===== src/hw/rtl/polgv_pkg.sv =====
// Shared constants for the polar Gaussian variate generator.
package polgv_pkg;

    localparam int UNIFORM_WIDTH_DEF = 16;
    localparam int LOG_BITS = 24;
    localparam logic [31:0] LN2_Q32 = 32'hB172_17F8;
    localparam logic [22:0] Y_MAX = 23'h7F_FFFF;
    localparam int SQ_OP_W = 40;
    localparam int SQ_ROOT_W = 20;
    localparam int SQ_REM_W = 22;
    localparam int SQ_CNT_W = 5;

endpackage


===== src/hw/rtl/polar_gaussian_variate.sv =====
// Polar Box-Muller Gaussian variate generator, top level.
//
//  channel | direction | handshake            | payload
//  in      | input     | i_in_valid/o_in_stall | i_uniform_a, i_uniform_b
//  out     | output    | o_out_valid/i_out_stall | o_sample
//  cfg     | input     | APB psel/penable     | paddr, pwdata, prdata
//
// A pair that yields a variate passes through squaring and range check, normalize shifts
// (up to 2*W-3), 24 logarithm steps, logarithm scaling, 31 divide steps, root start, the
// root and the scaling and output states before the output valid rises. A pair met while
// a variate is pending releases the stored variate through the scaling and output states.
// Rejected pairs return to idle after the range check. Reset clears the pending variate
// and the registers to mean 0 and deviation 1.0. A word stalled at the output holds the
// final step only; the input is taken again once the result is registered.
module polar_gaussian_variate
    import polgv_pkg::*;
#(
    parameter int UNIFORM_WIDTH = UNIFORM_WIDTH_DEF
) (
    input  logic                     i_clk,
    input  logic                     i_rst_n,
    input  logic                     i_in_valid,
    output logic                     o_in_stall,
    input  logic [UNIFORM_WIDTH-1:0] i_uniform_a,
    input  logic [UNIFORM_WIDTH-1:0] i_uniform_b,
    output logic                     o_out_valid,
    input  logic                     i_out_stall,
    output logic [23:0]              o_sample,
    input  logic                     psel,
    input  logic                     penable,
    input  logic                     pwrite,
    input  logic [2:0]               paddr,
    input  logic [31:0]              pwdata,
    output logic [31:0]              prdata,
    output logic                     pready
);

    localparam int W  = UNIFORM_WIDTH;
    localparam int FW = 2 * W - 2;
    localparam int KW = $clog2(FW + 1);
    localparam int MW = W + SQ_ROOT_W;

    localparam logic REG_MEAN = 1'b0;
    localparam logic REG_STD  = 1'b1;

    localparam logic [4:0] S_IDLE = 5'd0;
    localparam logic [4:0] S_SQA  = 5'd1;
    localparam logic [4:0] S_SQB  = 5'd2;
    localparam logic [4:0] S_CHK  = 5'd3;
    localparam logic [4:0] S_NORM = 5'd4;
    localparam logic [4:0] S_LOG  = 5'd5;
    localparam logic [4:0] S_LN   = 5'd6;
    localparam logic [4:0] S_DIV  = 5'd7;
    localparam logic [4:0] S_ROOT = 5'd8;
    localparam logic [4:0] S_SCA  = 5'd9;
    localparam logic [4:0] S_SHA  = 5'd10;
    localparam logic [4:0] S_SCB  = 5'd11;
    localparam logic [4:0] S_SHB  = 5'd12;
    localparam logic [4:0] S_EMUL = 5'd13;
    localparam logic [4:0] S_EOUT = 5'd14;
    localparam logic [4:0] S_RST  = 5'd15;

    logic [4:0]          r_state;
    logic [W-1:0]        r_a_mag;
    logic [W-1:0]        r_b_mag;
    logic                r_a_neg;
    logic                r_b_neg;
    logic [2*W-1:0]      r_w;
    logic [FW-1:0]       r_norm;
    logic [KW-1:0]       r_k;
    logic [31:0]         r_z;
    logic [LOG_BITS-1:0] r_frac;
    logic [4:0]          r_cnt;
    logic [32:0]         r_rem;
    logic [31:0]         r_m;
    logic [31:0]         r_q;
    logic [SQ_ROOT_W-1:0] r_s;
    logic [MW-1:0]       r_mag;
    logic [37:0]         r_emag;
    logic [23:0]         r_stored;
    logic                r_pending;
    logic [23:0]         r_y;
    logic [15:0]         r_mean;
    logic [14:0]         r_std;
    logic                r_out_valid;
    logic [23:0]         r_sample;

    logic [31:0]         mul_a;
    logic [31:0]         mul_b;
    logic [63:0]         prod;
    logic                in_take;
    logic                out_free;
    logic                cfg_wr;
    logic [W:0]          a_neg_v;
    logic [W:0]          b_neg_v;
    logic [FW+31:0]      norm_ext;
    logic [32:0]         z_t;
    logic [KW+LOG_BITS-1:0] l_val;
    logic [33:0]         rem2;
    logic [31:0]         q_adj;
    logic [KW-1:0]       k_adj;
    logic                sq_start;
    logic                sq_done;
    logic [SQ_ROOT_W-1:0] sq_root;
    logic signed [7:0]   sh;
    logic [7:0]          dneg;
    logic [22:0]         lim;
    logic [MW+2:0]       shl;
    logic [MW:0]         rnd;
    logic [MW:0]         shr;
    logic [22:0]         r_sc;
    logic                sc_neg;
    logic [23:0]         y_sc;
    logic [22:0]         y_mag;
    logic [20:0]         e_r;
    logic [25:0]         e_v;
    logic [23:0]         e_sat;

    assign in_take  = i_in_valid && (r_state == S_IDLE);
    assign out_free = !r_out_valid || !i_out_stall;
    assign cfg_wr   = psel && penable && pwrite;
    assign a_neg_v  = (W+1)'(0) - {i_uniform_a[W-1], i_uniform_a};
    assign b_neg_v  = (W+1)'(0) - {i_uniform_b[W-1], i_uniform_b};
    assign norm_ext = {r_norm, 32'd0};
    assign y_mag    = r_y[23] ? 23'(-r_y) : r_y[22:0];

    always_comb begin
        mul_a = '0;
        mul_b = '0;
        case (r_state)
            S_SQA: begin
                mul_a = 32'(r_a_mag);
                mul_b = 32'(r_a_mag);
            end
            S_SQB: begin
                mul_a = 32'(r_b_mag);
                mul_b = 32'(r_b_mag);
            end
            S_LOG: begin
                mul_a = r_z;
                mul_b = r_z;
            end
            S_LN: begin
                mul_a = 32'(l_val);
                mul_b = LN2_Q32;
            end
            S_SCA: begin
                mul_a = 32'(r_a_mag);
                mul_b = 32'(r_s);
            end
            S_SCB: begin
                mul_a = 32'(r_b_mag);
                mul_b = 32'(r_s);
            end
            S_EMUL: begin
                mul_a = 32'(y_mag);
                mul_b = 32'(r_std);
            end
            default: begin
                mul_a = '0;
                mul_b = '0;
            end
        endcase
        prod = 64'(mul_a) * 64'(mul_b);
    end

    always_comb begin
        z_t   = prod[63:31];
        l_val = {r_k, LOG_BITS'(0)} - (KW+LOG_BITS)'(r_frac);
        rem2  = {r_rem, 1'b0};
        q_adj = r_k[0] ? {r_q[30:0], 1'b0} : r_q;
        k_adj = r_k[0] ? (r_k - 1'b1) : r_k;
    end

    always_comb begin
        sh     = $signed(8'(r_k >> 1)) + 8'sd3 - $signed(8'(W));
        dneg   = 8'(-sh);
        lim    = Y_MAX >> sh[1:0];
        shl    = (MW+3)'(r_mag) << sh[1:0];
        rnd    = (MW+1)'(1) << (dneg - 8'd1);
        shr    = ((MW+1)'(r_mag) + rnd) >> dneg;
        r_sc   = '0;
        if (!sh[7]) begin
            if (r_mag > MW'(lim)) begin
                r_sc = Y_MAX;
            end else begin
                r_sc = shl[22:0];
            end
        end else begin
            if (shr > (MW+1)'(Y_MAX)) begin
                r_sc = Y_MAX;
            end else begin
                r_sc = shr[22:0];
            end
        end
        sc_neg = (r_state == S_SHA) ? r_a_neg : r_b_neg;
        y_sc   = sc_neg ? (24'd0 - {1'b0, r_sc}) : {1'b0, r_sc};
    end

    always_comb begin
        e_r = 21'((r_emag + 38'd131072) >> 18);
        if (r_y[23]) begin
            e_v = {{10{r_mean[15]}}, r_mean} - {5'd0, e_r};
        end else begin
            e_v = {{10{r_mean[15]}}, r_mean} + {5'd0, e_r};
        end
        if (!e_v[25] && (e_v[24:23] != 2'b00)) begin
            e_sat = 24'h7F_FFFF;
        end else if (e_v[25] && (e_v[24:23] != 2'b11)) begin
            e_sat = 24'h80_0000;
        end else begin
            e_sat = e_v[23:0];
        end
    end

    assign sq_start = (r_state == S_RST);

    polgv_isqrt u_isqrt (
        .i_clk     (i_clk),
        .i_rst_n   (i_rst_n),
        .i_start   (sq_start),
        .i_operand ({q_adj, 8'd0}),
        .o_done    (sq_done),
        .o_root    (sq_root)
    );

    always_ff @(posedge i_clk) begin
        if (!i_rst_n) begin
            r_state     <= S_IDLE;
            r_pending   <= 1'b0;
            r_stored    <= '0;
            r_mean      <= '0;
            r_std       <= 15'd256;
            r_out_valid <= 1'b0;
            r_cnt       <= '0;
        end else begin
            if (cfg_wr) begin
                case (paddr[2])
                    REG_MEAN: r_mean <= pwdata[15:0];
                    REG_STD:  r_std  <= pwdata[14:0];
                    default:  r_std  <= r_std;
                endcase
            end
            if (r_out_valid && !i_out_stall && (r_state != S_EOUT)) begin
                r_out_valid <= 1'b0;
            end
            case (r_state)
                S_IDLE: begin
                    if (in_take) begin
                        if (r_pending) begin
                            r_pending <= 1'b0;
                            r_y       <= r_stored;
                            r_state   <= S_EMUL;
                        end else begin
                            r_state <= S_SQA;
                        end
                    end
                end
                S_SQA: begin
                    r_w     <= prod[2*W-1:0];
                    r_state <= S_SQB;
                end
                S_SQB: begin
                    r_w     <= r_w + prod[2*W-1:0];
                    r_state <= S_CHK;
                end
                S_CHK: begin
                    if ((r_w == '0) || (r_w[2*W-1:FW] != 2'b00)) begin
                        r_state <= S_IDLE;
                    end else begin
                        r_norm  <= r_w[FW-1:0];
                        r_k     <= KW'(1);
                        r_state <= S_NORM;
                    end
                end
                S_NORM: begin
                    if (r_norm[FW-1]) begin
                        r_m     <= norm_ext[FW+31 -: 32];
                        r_z     <= norm_ext[FW+31 -: 32];
                        r_frac  <= '0;
                        r_cnt   <= '0;
                        r_state <= S_LOG;
                    end else begin
                        r_norm <= {r_norm[FW-2:0], 1'b0};
                        r_k    <= r_k + 1'b1;
                    end
                end
                S_LOG: begin
                    r_frac <= {r_frac[LOG_BITS-2:0], z_t[32]};
                    r_z    <= z_t[32] ? z_t[32:1] : z_t[31:0];
                    r_cnt  <= r_cnt + 1'b1;
                    if (r_cnt == 5'(LOG_BITS - 1)) begin
                        r_state <= S_LN;
                    end
                end
                S_LN: begin
                    r_rem   <= {2'b00, prod[61:31]};
                    r_q     <= '0;
                    r_cnt   <= '0;
                    r_state <= S_DIV;
                end
                S_DIV: begin
                    if (rem2 >= 34'(r_m)) begin
                        r_rem <= 33'(rem2 - 34'(r_m));
                        r_q   <= {r_q[30:0], 1'b1};
                    end else begin
                        r_rem <= rem2[32:0];
                        r_q   <= {r_q[30:0], 1'b0};
                    end
                    r_cnt <= r_cnt + 1'b1;
                    if (r_cnt == 5'd30) begin
                        r_state <= S_RST;
                    end
                end
                S_RST: begin
                    r_state <= S_ROOT;
                end
                S_ROOT: begin
                    if (sq_done) begin
                        r_s     <= sq_root;
                        r_k     <= k_adj;
                        r_state <= S_SCA;
                    end
                end
                S_SCA: begin
                    r_mag   <= prod[MW-1:0];
                    r_state <= S_SHA;
                end
                S_SHA: begin
                    r_y     <= y_sc;
                    r_state <= S_SCB;
                end
                S_SCB: begin
                    r_mag   <= prod[MW-1:0];
                    r_state <= S_SHB;
                end
                S_SHB: begin
                    r_stored  <= y_sc;
                    r_pending <= 1'b1;
                    r_state   <= S_EMUL;
                end
                S_EMUL: begin
                    r_emag  <= prod[37:0];
                    r_state <= S_EOUT;
                end
                S_EOUT: begin
                    if (out_free) begin
                        r_sample    <= e_sat;
                        r_out_valid <= 1'b1;
                        r_state     <= S_IDLE;
                    end
                end
                default: begin
                    r_state <= S_IDLE;
                end
            endcase
        end
    end

    always_ff @(posedge i_clk) begin
        if (in_take) begin
            r_a_neg <= i_uniform_a[W-1];
            r_b_neg <= i_uniform_b[W-1];
            r_a_mag <= i_uniform_a[W-1] ? a_neg_v[W-1:0] : i_uniform_a;
            r_b_mag <= i_uniform_b[W-1] ? b_neg_v[W-1:0] : i_uniform_b;
        end
    end

    always_comb begin
        case (paddr[2])
            REG_MEAN: prdata = {{16{r_mean[15]}}, r_mean};
            REG_STD:  prdata = {17'd0, r_std};
            default:  prdata = '0;
        endcase
    end

    assign pready      = 1'b1;
    assign o_in_stall  = (r_state != S_IDLE);
    assign o_out_valid = r_out_valid;
    assign o_sample    = r_sample;

endmodule


===== src/hw/rtl/polgv_isqrt.sv =====
// Bit-serial integer square root, two operand bits per cycle.
module polgv_isqrt
    import polgv_pkg::*;
(
    input  logic                 i_clk,
    input  logic                 i_rst_n,
    input  logic                 i_start,
    input  logic [SQ_OP_W-1:0]   i_operand,
    output logic                 o_done,
    output logic [SQ_ROOT_W-1:0] o_root
);

    logic [SQ_OP_W-1:0]   r_op;
    logic [SQ_REM_W-1:0]  r_rem;
    logic [SQ_ROOT_W-1:0] r_root;
    logic [SQ_CNT_W-1:0]  r_cnt;
    logic                 r_busy;
    logic                 r_done;
    logic [SQ_REM_W+1:0]  rem_t;
    logic [SQ_REM_W+1:0]  trial;
    logic [SQ_REM_W+1:0]  diff;
    logic                 take;

    always_comb begin
        rem_t = {r_rem, r_op[SQ_OP_W-1 -: 2]};
        trial = (SQ_REM_W+2)'({r_root, 2'b01});
        take  = rem_t >= trial;
        diff  = rem_t - trial;
    end

    always_ff @(posedge i_clk) begin
        if (!i_rst_n) begin
            r_busy <= 1'b0;
            r_done <= 1'b0;
            r_cnt  <= '0;
        end else begin
            r_done <= 1'b0;
            if (i_start) begin
                r_busy <= 1'b1;
                r_cnt  <= '0;
            end else if (r_busy) begin
                r_cnt <= r_cnt + 1'b1;
                if (r_cnt == SQ_CNT_W'(SQ_ROOT_W - 1)) begin
                    r_busy <= 1'b0;
                    r_done <= 1'b1;
                end
            end
        end
    end

    always_ff @(posedge i_clk) begin
        if (i_start) begin
            r_op   <= i_operand;
            r_rem  <= '0;
            r_root <= '0;
        end else if (r_busy) begin
            r_op <= {r_op[SQ_OP_W-3:0], 2'b00};
            if (take) begin
                r_rem  <= diff[SQ_REM_W-1:0];
                r_root <= {r_root[SQ_ROOT_W-2:0], 1'b1};
            end else begin
                r_rem  <= rem_t[SQ_REM_W-1:0];
                r_root <= {r_root[SQ_ROOT_W-2:0], 1'b0};
            end
        end
    end

    assign o_done = r_done;
    assign o_root = r_root;

endmodule

===== config.mk =====
export PLATFORM = sky130hd
export DESIGN_NAME = polar_gaussian_variate
export DESIGN_NICKNAME = d
export VERILOG_FILES = /design/src/hw/rtl/polgv_pkg.sv /design/src/hw/rtl/polar_gaussian_variate.sv /design/src/hw/rtl/polgv_isqrt.sv
export SDC_FILE = /design/constraint.sdc
export NUM_CORES = 2
export LEC_CHECK = 0
export ABC_AREA = 1
export BUFFER_PORTS_ARGS = -buffer_cell sky130_fd_sc_hd__buf_2
export CAP_MARGIN = 20
export CORE_MARGIN = 2
export CORE_UTILIZATION = 35
export CTS_CLUSTER_DIAMETER = 30
export DETAILED_ROUTE_END_ITERATION = 16
export RECOVER_POWER = 100
export SYNTH_ARGS = -nofsm -noshare
export SYNTH_HDL_FRONTEND = slang
export SYNTH_HIERARCHICAL = 1
export SYNTH_SLANG_ARGS = --single-unit

===== constraint.sdc =====
create_clock -name i_clk -period 15.02 [get_ports i_clk]
set_clock_uncertainty 0.2 [all_clocks]
set_input_delay 1.502 -clock i_clk [delete_from_list [all_inputs] [get_ports i_clk]]
set_output_delay 1.502 -clock i_clk [all_outputs]
set_load 0.01 [all_outputs]

Yosys cells after proc, flatten, opt, wreduce, memory -nomap -nowiden:

Index checks and enable logic that the tools add are counted.

* register bits after elaboration: 541
* latch bits: 0
* bits in writable memories: 0
* ROM bits: 0
* input port bits: 74
* output and inout port bits: 59
* logic and storage cells: 205
* memories: 0

* add/sub/neg operators: 20
* multipliers: 1
* div/mod/pow operators: 0
* magnitude comparators: 4
* equal/unequal tests: 30
* shifts and indexed selects: 4
* mux-type cells: 59
* bitwise logic cells: 3
* reductions and logical operators: 50

Operator list (number)
* $pmux 32 s2: 4
* $pmux 32 s6: 1
* $pmux 32 s5: 1
* $mux 24: 5
* $mux 32: 3
* $pmux 24 s2: 2
* $mux 23: 4
* $mux 40: 2
* $pmux 5 s16: 1
* $pmux 33 s2: 1
* $mul 32x32->64: 1
* $mux 30: 2
* $pmux 30 s2: 1
* $mux 5: 11
* $eq 5x4->1 const B: 8
* $add 38x18->38 const B: 1
* $add 36x37->37: 1
* $gt 37x23->1 const B: 1
* $shl 1x8->37 const A: 1
* $shr 37x8->37: 1
* $gt 36x23->1: 1
* $shl 36x2->23: 1
* $ge 34x32->1: 1
* $mux 33: 1
* 48 further kinds: 115

Depth between registers and ports, before layout:

* word-level depth: 13
* mapped depth: 60
* depth with buffers taken out: 59

Hierarchy:

Netlist, hierarchy kept.

Modules (own cells, without submodules)
* polar_gaussian_variate: instances 1, cells an instance 8235, area each 63948.8 sq um, sequential area each 12552.0 sq um
* polgv_isqrt: instances 1, cells an instance 673, area each 4964.8 sq um, sequential area each 2182.1 sq um

Least setup slack after synthesis:

Ideal clock, no wire load.

* path type: register -> register
* start: register r_frac[0]
* end: register r_z[11], data pin
* setup time: 0.259 ns
* arrival time: 9.746 ns
* data required time: 14.561 ns
* slack: 4.815 ns
* stages on the path, launching flop included: 59
* buffers on the path: 3
* period minus slack after synthesis: 10.205 ns
* path through: edfxtp_1 > inv_1 > ha_1 > inv_1 > nor3_1 > inv_1 > nor2_1 > inv_1 > nor2_1 > inv_1 > nor2_1 > nand3_1 > nor2_1 > nand4_1 > nor3_1 > nand3_1 > nor2_1 > nand2_1 > (+23 left out) > inv_1 > nor3_1 > nand3_1 > nor2_1 > nand2_1 > o211ai_1 > nand4_1 > o211ai_1 > nand2_1 > o211ai_1 > nand2_1 > nand3_1 > xor2_1 > nor2_1 > clkbuf_1 > clkbuf_1 > nand2_1 > nand3_1

* longest elaborated chain between the ends: 5

RTL lines
* start, declared: line polar_gaussian_variate.sv:72 `logic [LOG_BITS-1:0] r_frac;`
* start signal, assigned: line polar_gaussian_variate.sv:289 `r_frac <= {r_frac[LOG_BITS-2:0], z_t[32]};`
* $sub 29x24->29: line polar_gaussian_variate.sv:169 `l_val = {r_k, LOG_BITS'(0)} - (KW+LOG_BITS)'(r_frac);`
* $pmux 32 s5: line polar_gaussian_variate.sv:130 `case (r_state)`
* $mul 32x32->64: line polar_gaussian_variate.sv:164 `prod = 64'(mul_a) * 64'(mul_b);`
* $mux 32: line polar_gaussian_variate.sv:290 `r_z <= z_t[32] ? z_t[32:1] : z_t[31:0];`
* $pmux 32 s2: line polar_gaussian_variate.sv:247 `case (r_state)`
* end signal, assigned: line polar_gaussian_variate.sv:279 `r_z <= norm_ext[FW+31 -: 32];`
* end signal, assigned: line polar_gaussian_variate.sv:290
* end, declared: line polar_gaussian_variate.sv:71 `logic [31:0] r_z;`

No other way between the ends.
A chain may end at the register's enable or synchronous reset.

Worst setup path in the final report:

* start: register r_state[3]
* end: register r_z[30], data pin

* longest elaborated chain between the ends: 6
* elaborated cells on any way between the ends: 16
* those cells by class: mul: 1; eq/ne: 8; mux: 4; reduce/logical: 3

RTL lines
* start, declared: line polar_gaussian_variate.sv:63 `logic [4:0] r_state;`
* start signal, assigned: line polar_gaussian_variate.sv:229 `r_state <= S_IDLE;`
* start signal, assigned: line polar_gaussian_variate.sv:253 `r_state <= S_EMUL;`
* start signal, assigned: line polar_gaussian_variate.sv:255 `r_state <= S_SQA;`
* $eq 5x4->1, or another cell as far along: line polar_gaussian_variate.sv:130
* $reduce_or 2->1 (no line)
* $pmux 32 s6 or $pmux 32 s5 (tied branches): line polar_gaussian_variate.sv:130
* $mul 32x32->64: line polar_gaussian_variate.sv:164
* $mux 32: line polar_gaussian_variate.sv:290
* $pmux 32 s2 (*): line polar_gaussian_variate.sv:247

Mark *: on every way between the ends. The rest lies on a longest branch, timed or not.

==> metrics.txt <==
Max-slew headroom -163%; Detailed Route WL 250,000 µm; Max Fclk 71.8 MHz; GRT overflow 0; gpl congestion 1.03; Final Hold Vio Count 0; slowest stage cell, crit path clkbuf_1; Clock Pin Slew Worst Setup and Hold Paths 0.06 ns; DR vias 60,400; IO Count 133; Synth Flop Type edfxtp_1; FF-to-FF End r_z[30]$_DFFE_PP_; DP HPWL 198,000 µm; Post-synth EDFFs 414; critical path class reg2reg; Synth area leaders fa_1 (26%), edfxtp_1 (18%), nand2_1 (13%), inv_1 (9.6%), ha_1 (7.8%); CTS tree built; Die W 448 µm; Arr. time, crit path 14.26 ns; failing checks capacitance limit, slew limit; Yosys Warn Count 6; Cells after Synth 8,908; PD cells 79.5 nW/µm²; worst path required time 15.36 ns; DRC 0; Non-Filler Instances 11,700; largest area contributor in the netlist fa_1; Hold Crit Depth 0; Inst Count DP 11,500; Total GRT Usage 24.9%; share of the synthesized area in the top cell type 26.1%; post-route cell area 76,100 µm²; DR pass1 iterations 8; largest net degree at the start of global routing 78; # setup viols final 0; area delta synth->final 10.5%; vias in the first global route 59,400; clock buffer depth 3; mean post-synth cell area 7.74 µm²; nets 10,300; crit-path max cell delay 2.35 ns; Final min period 13.92 ns; Worst path most repeated cell fa_1; fin. max-slew vios 750; I/O Buffers 113; hold buffer count at CTS 0; Leak 0.0375 µW; share of layout cells above drive strength 1 5.15%; Worst Hold Slack 0.235 ns; hold endpoint r_s[2]$_DFFE_PP_; crit path launch type register; CTS buffer count 104; Yosys cell types 68; Max H-tree Level 3; status finished with violations; synthesis-stage register bit count 529; Die H 448 µm; full die area 200,000 µm²; register area share after synthesis 21.4%; most common cell after layout, fill and taps aside nand2_1; initial core utilization 35.3%; fin util 39.0%; clk root buf clkbuf_16; CORE AREA 195,000 µm²; R2R depth 39; CTS sink cnt 529; most frequent cells in the layout nand2_1 (2,334), inv_1 (1,768), fa_1 (900), nor2_1 (675), ha_1 (427); Max VDD drop 109 µV; global-route wire length before repair 373,000 µm; DR WL/cell 21.4 µm; crit share post-route 92.7%; Hold Path Origin u_isqrt/o_root[2]$_SDFFE_PP0P_; RSZ-0062 raised after global routing no; reg2reg start r_state[3]$_SDFFE_PN0P_; Reg2Reg Setup Slack 1.10 ns; CTS resizes 0; Worst Hold Class reg2reg; Least-Margin Pin Slew 3.95 ns; via density per instance 5.18; Final TNS setup 0 ns; ANT nets after route 0; cell area after synthesis 68,900 µm²; CP Capture Type register; FFs w/ async S/R, synth 0%; Skew-Pair Late Insertion Delay 0.72 ns; number of max-cap violations 25; initial antenna violation count 19; crit path max fanout 57; DP Area 72,800 µm²; # Post-CTS Setup Buffers 0; 1st-iter DRT viols 6,237; row cnt 162
through the flow:
stage / total power, µW / setup slack (ns)
after floorplan: 2850 / 4.81
after global placement: 3630 / 2.05
after detailed placement: 3650 / 1.99
after CTS: 6080 / 1.94
after global routing: 6320 / 0.435
final: 6050 / 1.10
worst max path at each step:
| stage | from | slack [ns] | end | cells after the start |
|---|---|---|---|---|
| 2_1_floorplan | r_frac[0]$_SDFFCE_PN0P_ | 4.81 | r_z[11]$_DFFE_PP_ | 58 |
| 3_5_place_dp | r_frac[0]$_SDFFCE_PN0P_ | 1.99 | r_z[10]$_DFFE_PP_ | 53 |
| 4_1_cts | r_frac[0]$_SDFFCE_PN0P_ | 1.94 | r_z[10]$_DFFE_PP_ | 53 |
| 5_1_grt | r_k[1]$_DFFE_PP_ | 0.44 | r_y[21]$_DFFE_PP_ | 49 |
| 6_report | r_state[3]$_SDFFE_PN0P_ | 1.10 | r_z[30]$_DFFE_PP_ | 39 |
| 3_3_place_gp | r_frac[0]$_SDFFCE_PN0P_ | 2.05 | r_z[10]$_DFFE_PP_ | 53 |
worst max-delay path, delay by kind of cell, from the launching register on:
kind,cells,cell delay (ns)
buffers and inverters,10,4.94
adders and majority gates,9,4.27
and+or+nand+nor,14,2.09
AOI/OAI and AO/OA,5,1.41
DFF,1,0.56
xor gates and xnor gates,1,0.19
per-layer routing:
| layer | wire length [µm] | global-route usage, % |
|---|---|---|
| met5 | 81 | 0 |
| met1 | 104000 | 33.9 |
| met3 | 22200 | 4.51 |
| met2 | 112000 | 39.2 |
| met4 | 11800 | 9.79 |
logic make-up after synthesis:
family                     Yosys count  share of synthesized area [%]
xor gates and xnor gates           218                           2.78
and+or+nand+nor                   3687                           21.9
DFF                                529                           21.4
other                                2                         0.0109
adders and majority gates         1327                           33.9
buffers and inverters             2158                           12.0
AOI/OAI and AO/OA                  986                           8.00
muxes                                1                         0.0145
report_power, final:
group | switching [µW] | internal, µW | leakage (µW)
Sequential | 38.9 | 1660 | 0.00476
Clock | 880 | 1530 | 0.00178
Combinational | 1360 | 568 | 0.0309
layout make-up:
class,instances,area (µm²)
fill,20200,119000
sequential,529,14700
clock buffer,120,2840
multi-input combinational,6232,46100
timing repair buffer,267,1500
inverter,1811,6800
clock inverter,75,871
antenna,3,7.51
tap,2624,3280
cell usage after synthesis, drive strengths merged (4+ instances only):
cell type,number
nand2,2365
inv,1791
fa,900
nor2,705
o21ai,434
ha,427
edfxtp,414
nand3,351
a21oi,331
clkbuf,267
xor2,126
dfxtp,115
nand4,106
xnor2,92
buf,80
nor3,66
o211ai,40
nor4,38
a31oi,29
o22ai,28
nand3b,21
clkinv,20
or2,18
a22o,17
o21bai,14
a21o,11
a211oi,10
o21a,10
o221ai,10
a221oi,9
nor3b,9
o2111ai,9
o31ai,8
a21boi,7
a22oi,6
a41oi,5
and3,4
state kept, by name (all words and copies together) (netlist names), 29 cells and up:
register      flops
u_isqrt/r_op     40
r_w              32
r_norm           30
r_m              29
r_z              32
r_mag            36
r_rem            33
r_q              32
Note: power is estimated with default switching activity, not from simulation.
